--- config.mk ---
export PLATFORM = sky130hd
export DESIGN_NAME = crwp_ctrl
export DESIGN_NICKNAME = d
export VERILOG_FILES = /design/src/sv/crwp_pkg.sv /design/src/sv/crwp_ctrl.sv
export SDC_FILE = /design/constraint.sdc
export NUM_CORES = 1
export LEC_CHECK = 0
export BUFFER_PORTS_ARGS = -buffer_cell sky130_fd_sc_hd__clkbuf_2
export CORE_AREA = 2 2 39 41
export DETAILED_ROUTE_END_ITERATION = 10
export DIE_AREA = 0 0 41 43
export SLEW_MARGIN = 15
export SYNTH_ARGS = -nofsm -noshare
export SYNTH_HDL_FRONTEND = slang
export SYNTH_SLANG_ARGS = --single-unit
--- constraint.sdc ---
create_clock -name clk -period 1.7 [get_ports clk]
set_input_delay 0 -clock clk [delete_from_list [all_inputs] [get_ports clk]]
set_output_delay 0 -clock clk [all_outputs]
set_load 0.005 [all_outputs]
--- src/sv/crwp_pkg.sv ---
// shared types and constants for the counter rate meter with window peak
// no dependencies; imported by every module of the block
`timescale 1ns / 1ps
`default_nettype none

package crwp_pkg;

  localparam int TIME_W    = 32;
  localparam int COUNT_W   = 48;
  localparam int LIMIT_W   = 16;
  localparam int RATE_W    = 40;
  localparam int PEAK_W    = 31;
  localparam int DIVISOR_W = 31;

  // 256000 = 125 * 2^11: times 125 by shift and add, times 2^11 by appended zeros
  localparam int SCALE_ODD_W = 7;
  localparam int SCALE_SHIFT = 11;
  localparam int SCALED_W    = COUNT_W + SCALE_ODD_W;
  localparam int DVD_W       = SCALED_W + SCALE_SHIFT;

  localparam logic [LIMIT_W-1:0] STALE_RESET = 16'd2000;

  localparam logic signed [RATE_W-1:0] RATE_MAX = {1'b0, {(RATE_W-1){1'b1}}};
  localparam logic signed [RATE_W-1:0] RATE_MIN = {1'b1, {(RATE_W-1){1'b0}}};
  localparam logic [PEAK_W-1:0]        PEAK_MAX = {PEAK_W{1'b1}};

  typedef struct packed {
    logic load;
    logic eval;
    logic div_start;
    logic rate_from_div;
    logic ring_write;
    logic scan_start;
    logic out_load;
  } crwp_cmd_t;

  typedef struct packed {
    logic is_clear;
    logic need_div;
    logic div_done;
    logic scan_done;
    logic out_free;
  } crwp_status_t;

endpackage

`default_nettype wire

--- src/sv/crwp_ctrl.sv ---
// sequencer for one item: evaluate, divide when needed, write ring and scan (not for a clear), present result
// drives crwp_cmd_t and reads crwp_status_t from crwp_pkg
`timescale 1ns / 1ps
`default_nettype none

module crwp_ctrl (
  input  wire logic                  clk,
  input  wire logic                  rst,
  input  wire logic                  in_valid,
  output logic                       in_ready,
  input  wire crwp_pkg::crwp_status_t status,
  output crwp_pkg::crwp_cmd_t        cmd
);
  import crwp_pkg::*;

  typedef enum logic [2:0] {
    IDLE,
    EVAL,
    DIV_START,
    DIVIDE,
    WRITE,
    SCAN,
    FINISH
  } state_t;

  state_t state;
  state_t state_next;

  always_comb begin
    state_next = state;
    cmd        = '0;
    in_ready   = 1'b0;
    case (state)
      IDLE: begin
        // closed while reset is held
        in_ready = ~rst;
        if (in_valid && ~rst) begin
          cmd.load   = 1'b1;
          state_next = EVAL;
        end
      end
      EVAL: begin
        cmd.eval = 1'b1;
        if (status.is_clear) begin
          state_next = FINISH;
        end else if (status.need_div) begin
          state_next = DIV_START;
        end else begin
          state_next = WRITE;
        end
      end
      DIV_START: begin
        cmd.div_start = 1'b1;
        state_next    = DIVIDE;
      end
      DIVIDE: begin
        if (status.div_done) begin
          cmd.rate_from_div = 1'b1;
          state_next        = WRITE;
        end
      end
      WRITE: begin
        cmd.ring_write = 1'b1;
        cmd.scan_start = 1'b1;
        state_next     = SCAN;
      end
      SCAN: begin
        if (status.scan_done) begin
          state_next = FINISH;
        end
      end
      FINISH: begin
        if (status.out_free) begin
          cmd.out_load = 1'b1;
          state_next   = IDLE;
        end
      end
      default: begin
        state_next = IDLE;
      end
    endcase
  end

  always_ff @(posedge clk) begin
    if (rst) begin
      state <= IDLE;
    end else begin
      state <= state_next;
    end
  end

endmodule

`default_nettype wire

==> reports/results.tsv, run 1 <==
stage	metric	value	unit
power_and_ir_drop	p_leak	0.1575	nW
cells_and_area	final_core_util	25.32	%
grt	grt_pass1_vias	261	
critical_path	crit_fanout	10	
yosys	synth_most_common_cell	nor2_1	
worst_hold_path	hold_depth	2	
clock_tree	cts-resized-gates	0	
routing	vias	278	
routing	drc_errors	0	
critical_path	startpoint_type	register	
die	std_cell_rows	14	
critical_path	cp.required	1830	ps
grt	grt_usage	8.626	%
yosys	yosysTopAreaCell	dfxtp_1	
yosys	avgSynthCellArea	7.886	sq um
clock_tree	clk_latency	230	ps
worst_hold_path	min_path_type	in2reg	
clock_tree	cts_setup_buffers	0	
yosys	synth_top_cell_area_share	23.08	%
critical_path	endpoint_kind	register	
grt	grt_remaining_overflow	0	
clock_tree	cts_tree	built	
timing	finalHoldViolCount	0	
yosys	synthTopCellsByArea	dfxtp_1, nor3_1, a2111oi_2, buf_4, nor2_1	
routing	routed_wl	612	um
timing	finClkSkew	1.665	ps
placed_design	port_buffers	15	
yosys	synthDistinctLibCells	20	
yosys	synth_area	260.3	sq um
power_and_ir_drop	vdd_drop_max	0.0004160	V
die	ioPinCount	16	
yosys	yosys_warnings	0	
yosys	synth_edf_count	0	
timing	tightest_slew	375.4	ps
die	core-area	0.001384	sq mm
die	die_height	43	um
timing	rsz0062_at_grt	false	
cells_and_area	drive_gt1_share	43.75	%
power_and_ir_drop	powerDensity	1058	mW/mm^2
die	die_w	41	um
routing	wl_per_cell	9.563	um
critical_path	cp.arrival	1450	ps
job	drv_cap	0	
yosys	syn_nets	41	
cells_and_area	synthToLayoutAreaGrowth	34.62	%
status	status	finished clean	
routing	vias_per_cell	4.344	
clock_tree	clk_path_buf_depth	2	
timing	finalCritPeriodShare	77.97	%
die	start_util	18.81	%
cells_and_area	diodes	0	
clock_tree	path_clk_slew	40	ps
clock_tree	cts_hold_buffers	0	
placed_design	dpl.hpwl	470.7	um
clock_tree	cts.sinks	3	
yosys	async_flop_share	0	%
cells_and_area	reg_top3	state x3	
yosys	synthCells	33	
timing	setup_viol	0	
timing	min_period	1326	ps
clock_tree	cts_made_buffers	3	
yosys	ys.flop_type	dfxtp_1	
critical_path	worstRegToRegCells	3	
critical_path	path_class	reg2reg	
routing	dr.first_iter.drc_count	0	
clock_tree	cts_root_buffer	clkbuf_4	
critical_path	rrSetupSlack	370	ps
timing	relSlewSlack	74.94	%
clock_tree	h-tree-depth	1	
grt	grt_first_pass_wirelength	993	um
placed_design	gp_congestion	0.6899	
cells_and_area	nFillCells	167	
cells_and_area	largest_reg_flops	3	
cells_and_area	final_nets	57	
timing	tns	0	ps
die	dieArea	0.001763	sq mm
yosys	yosys-top-cells-count	nor2_1, dfxtp_1, nor3_1	
cells_and_area	top_register	state	
timing	max_freq	754.4	MHz
routing	firstDrtPassIters	1	
routing	ant_nets	0	
grt	grt_max_degree	12	
grt	antenna_found_initial	0	
yosys	ys_ff_latch	3	
timing	slew_violations	0	
yosys	ys_seq_area_share	23.08	%
kinds of logic (layout without fill, tap and decap cells):
| family | after synthesis | after routing | share of synthesized area (%) |
|---|---|---|---|
| buffers and inverters | 5 | 20 | 13.46 |
| AND/OR/NAND/NOR | 17 | 17 | 38.46 |
| flip-flops | 3 | 3 | 23.08 |
| AO/OA/AOI/OAI | 8 | 8 | 25.00 |
placed cells by master (no fill, tap or decap):
master,synthesis,layout
and4b_2,1,1
nor4_1,2,2
nor2_1,4,4
nand2b_1,1,1
nand2_1,2,2
nor3_1,3,3
o221a_1,1,1
o21ai_0,2,2
a2111oi_2,1,1
and2_1,1,1
nand2b_4,1,1
inv_1,1,1
dfxtp_1,3,3
o21ba_1,1,1
clkbuf_4,0,3
clkbuf_1,0,1
clkbuf_2,0,15
a21oi_1,2,2
o41ai_1,1,1
nor2b_1,2,2
path summary, 6_finish.rpt:
check                start       end
setup / recovery  state[2]  state[0]
hold / removal         rst  state[2]
setup reg to reg  state[2]  state[0]
hold reg to reg   state[2]  state[2]
critical path, cell delays in order (launching register included):
cell and delay [ps]:
dfxtp_1 520, inv_1 140, o221a_1 290, a2111oi_2 270
through the flow:
step / cell area, sq um / std cells / hold WS, ps / total power, W / worst slack [ps]
2_1_floorplan: 260.3 / 33 / 34.95 / 0.0002208 / 586.2
3_3_place_gp: 324.1 / 60 / 252.1 / 0.0002472 / 454.4
3_5_place_dp: 324.1 / 60 / 264.1 / 0.0002488 / 393.7
4_1_cts: 350.3 / 64 / 16.22 / 0.0003781 / 374.5
5_1_grt: 350.3 / 64 / 24.41 / 0.0004044 / 264.8
6_report: 350.3 / 64 / 15.73 / 0.0003706 / 374.5
power by group:
part	internal (W)	total (W)	leakage, nW	switching (W)
Sequential	0.0000857	0.000126	0.0248	0.0000404
Combinational	0.0000684	0.000120	0.118	0.0000516
Clock	0.0000879	0.000125	0.0150	0.0000366
Total	0.000242	0.000371	0.157	0.000129
per-layer routing:
| metal | share of wire [%] | vias to the layer above | global-route usage, % |
|---|---|---|---|
| met5 | 0 | - | 0 |
| met4 | 3.1 | 0 | 8.000 |
| met3 | 9.3 | 2 | 3.141 |
| met2 | 39 | 14 | 9.375 |
| met1 | 48 | 114 | 12.18 |
| li1 | - | 148 | - |
final cells by class:
class | count | area (sq um) | area share (%)
clock buffers | 4 | 26.28 | 7.500
inverters | 1 | 3.754 | 1.071
multi-input cells | 25 | 165.2 | 47.14
flip-flops and latches | 3 | 60.06 | 17.14
well taps | 16 | 20.02 | 5.714
repair buffers | 15 | 75.07 | 21.43
No activity file was read; power rests on OpenSTA's default activity.
==> run 2, diff against run 1 <==
--- a/config.mk
+++ b/config.mk
@@ -5,6 +5,7 @@
 export SDC_FILE = /design/constraint.sdc
 export NUM_CORES = 1
 export LEC_CHECK = 0
+export ABC_AREA = 1
 export BUFFER_PORTS_ARGS = -buffer_cell sky130_fd_sc_hd__clkbuf_2
 export CORE_AREA = 2 2 39 41
 export DETAILED_ROUTE_END_ITERATION = 10
==> constraint.sdc (replaced) <==
create_clock -name clk -period 1.3 [get_ports clk]
set_input_delay 0 -clock clk [delete_from_list [all_inputs] [get_ports clk]]
set_output_delay 0 -clock clk [all_outputs]
set_load 0.005 [all_outputs]
==> reports/results.tsv, run 2 <==
stage	metric	value	unit	change
critical_path	r2r-start	state[2]		
routing	dr.first_iter.drc_count	10		+10
critical_path	crit_fanout	4		-6
die	start_util	24.86	%	+6.1 points
routing	wl_per_cell	8.121	um	-15%
timing	max_freq	834.4	MHz	
die	core-area	0.001384	sq mm	unchanged
power_and_ir_drop	vdd_drop_max	0.001112	V	+170%
timing	finClkSkew	1.244	ps	-0.4210 ps
yosys	ys.flop_type	dfxtp_1		
routing	vias_per_cell	4.192		-3.5%
clock_tree	h-tree-depth	1		unchanged
timing	whs	193.3	ps	+177.6 ps
yosys	yosysTopAreaCell	dfxtp_1		
die	die_w	41	um	unchanged
cells_and_area	layout_common_cells	clkbuf_2, nand2_1, nor2_1		
yosys	synthTopCellsByArea	dfxtp_1, nand2_1, nor2_1, nor2_2, inv_1		
yosys	syn_nets	72		+76%
job	drv_cap	0		unchanged
cells_and_area	top_register	state		
status	status	finished clean		
routing	firstDrtPassIters	4		+3
cells_and_area	largest_reg_flops	3		unchanged
die	dieArea	0.001763	sq mm	unchanged
clock_tree	cts_made_buffers	3		unchanged
die	die_height	43	um	unchanged
timing	min_period	1198	ps	
placed_design	port_buffers	15		unchanged
critical_path	worstRegToRegCells	7		+4
grt	grt_remaining_overflow	0		unchanged
timing	finalHoldViolCount	0		unchanged
timing	tns	0	ps	unchanged
yosys	synthCells	64		+94%
cells_and_area	seq_area	63.81	sq um	+6.2%
timing	tightest_slew	247.6	ps	-127.8 ps
cells_and_area	nFillCells	154		-7.8%
clock_tree	path_clk_slew	40	ps	about the same
yosys	yosys-top-cells-count	nand2_1, nor2_1, inv_1		
timing	setup_viol	0		unchanged
worst_hold_path	hold_depth	6		+4
clock_tree	clk_latency	240	ps	about the same
die	std_cell_rows	14		unchanged
die	ioPinCount	16		unchanged
critical_path	startpoint_type	input port		
yosys	avgSynthCellArea	5.376	sq um	-32%
worst_hold_path	min_path_type	in2reg		
timing	slew_violations	0		unchanged
cells_and_area	diodes	0		unchanged
yosys	yosys_warnings	0		unchanged
placed_design	gp_congestion	0.7459		+8.1%
cells_and_area	multi_input_area	232.7	sq um	+41%
worst_hold_path	min_from	status[3]		
grt	grt_first_pass_wirelength	1.359	mm	+37%
critical_path	cp.required	1430	ps	-400 ps
routing	drc_errors	0		unchanged
critical_path	rr_endpoint	state[0]		
power_and_ir_drop	p_total	0.001016	W	+170%
critical_path	rrSetupSlack	150	ps	-220 ps
power_and_ir_drop	p_leak	0.2772	nW	+76%
routing	ant_nets	0		unchanged
worst_hold_path	hold_end	state[2]		
clock_tree	cts_root_buffer	clkbuf_4		
clock_tree	cts.sinks	3		unchanged
yosys	ys_ff_latch	3		unchanged
timing	rsz0062_at_grt	false		
grt	grt_max_degree	9		-3
cells_and_area	final_common_cell	clkbuf_2		
clock_tree	cts_tree	built		
yosys	async_flop_share	0	%	unchanged
yosys	synthDistinctLibCells	14		-30%
critical_path	endpoint_kind	register		
timing	relSlewSlack	83.36	%	+8.4 points
yosys	synth_top_cell_area_share	17.45	%	-5.6 points
grt	grt_pass1_vias	346		+33%
grt	grt_usage	11.43	%	+2.8 points
power_and_ir_drop	powerDensity	2132	mW/mm^2	+100%
cells_and_area	drive_gt1_share	44.58	%	+0.83 points
critical_path	path_class	in2reg		
routing	vias	415		+49%
yosys	synth_edf_count	0		unchanged
cells_and_area	final_nets	92		+61%
critical_path	cp.arrival	1330	ps	-120 ps
routing	routed_wl	804	um	+31%
placed_design	dpl.hpwl	639.5	um	+36%
yosys	synth_area	344.1	sq um	+32%
timing	finalCritPeriodShare	92.19	%	
yosys	synth_most_common_cell	nand2_1		
grt	antenna_found_initial	0		unchanged
cells_and_area	synthToLayoutAreaGrowth	38.55	%	
cells_and_area	reg_top3	state x3		
yosys	ys_seq_area_share	17.45	%	-5.6 points
cells_and_area	final_core_util	34.45	%	+9.1 points
clock_tree	clk_path_buf_depth	2		unchanged
-- run 2: routing by layer --
layer | vias to the layer above | GRT usage [%] | wire [um]
met4 | 0 | 4.000 | 8
met5 | - | 0 | 0
met1 | 170 | 14.42 | 373
met3 | 3 | 6.283 | 41
li1 | 233 | - | -
met2 | 9 | 15.94 | 380
-- run 2: worst max path at each step --
stage | cells past startpoint | to | from | slack [ps]
6_report | 10 | state[0] | rst | 100
5_1_grt | 11 | state[0] | rst | 6
4_1_cts | 7 | state[0] | state[2] | 40
3_5_place_dp | 7 | state[0] | state[2] | 40
3_3_place_gp | 7 | state[0] | state[2] | 60
2_1_floorplan | 9 | state[1] | state[1] | 230
-- run 2: final cells by class --
type                    count  share of cell area [%]
flip-flops and latches      3                   13.39
clock buffers               4                   5.512
multi-input cells          48                   48.82
well taps                  16                   4.199
inverters                  11                   8.661
repair buffers             17                   19.42
-- run 2: metrics by stage --
stage	cells	area, sq um	setup WS [ps]
2_1_floorplan	64	344.1	234.6
3_3_place_gp	94	434.2	64.11
3_5_place_dp	94	434.2	44.39
4_1_cts	99	470.5	35.46
5_1_grt	99	476.7	5.629
6_report	99	476.7	101.5
-- run 2: power by group --
group	switching [W]	internal (W)	total (W)
Sequential	0.000102	0.000147	0.000250
Combinational	0.000355	0.000243	0.000598
Clock	0.0000534	0.000115	0.000169
Total	0.000510	0.000506	0.00102
-- run 2: what timing repair did --
item,in CTS,in global routing
resized for setup,0,4
hold buffers,1,0
endpoints found under the setup margin,0,5
buffers inserted,0,0
hold endpoints to repair,1,0
-- run 2: worst max-delay path, stage by stage --
cell and delay [ps]:
dlygate4sd3_1 530, clkbuf_2 120, inv_1 90, nand2_1 90
inv_1 60, nor2_1 50, nor2_2 170, nand3_1 100
nand2_1 80, nor2_2 40
-- run 2: cells by family (layout without fill, tap and decap cells) --
family,count (synthesis),after routing,share of synthesized area [%]
flops,3,3,17.46
compound gates,3,3,4.362
buf+inv,13,32,15.64
simple gates,45,45,62.54
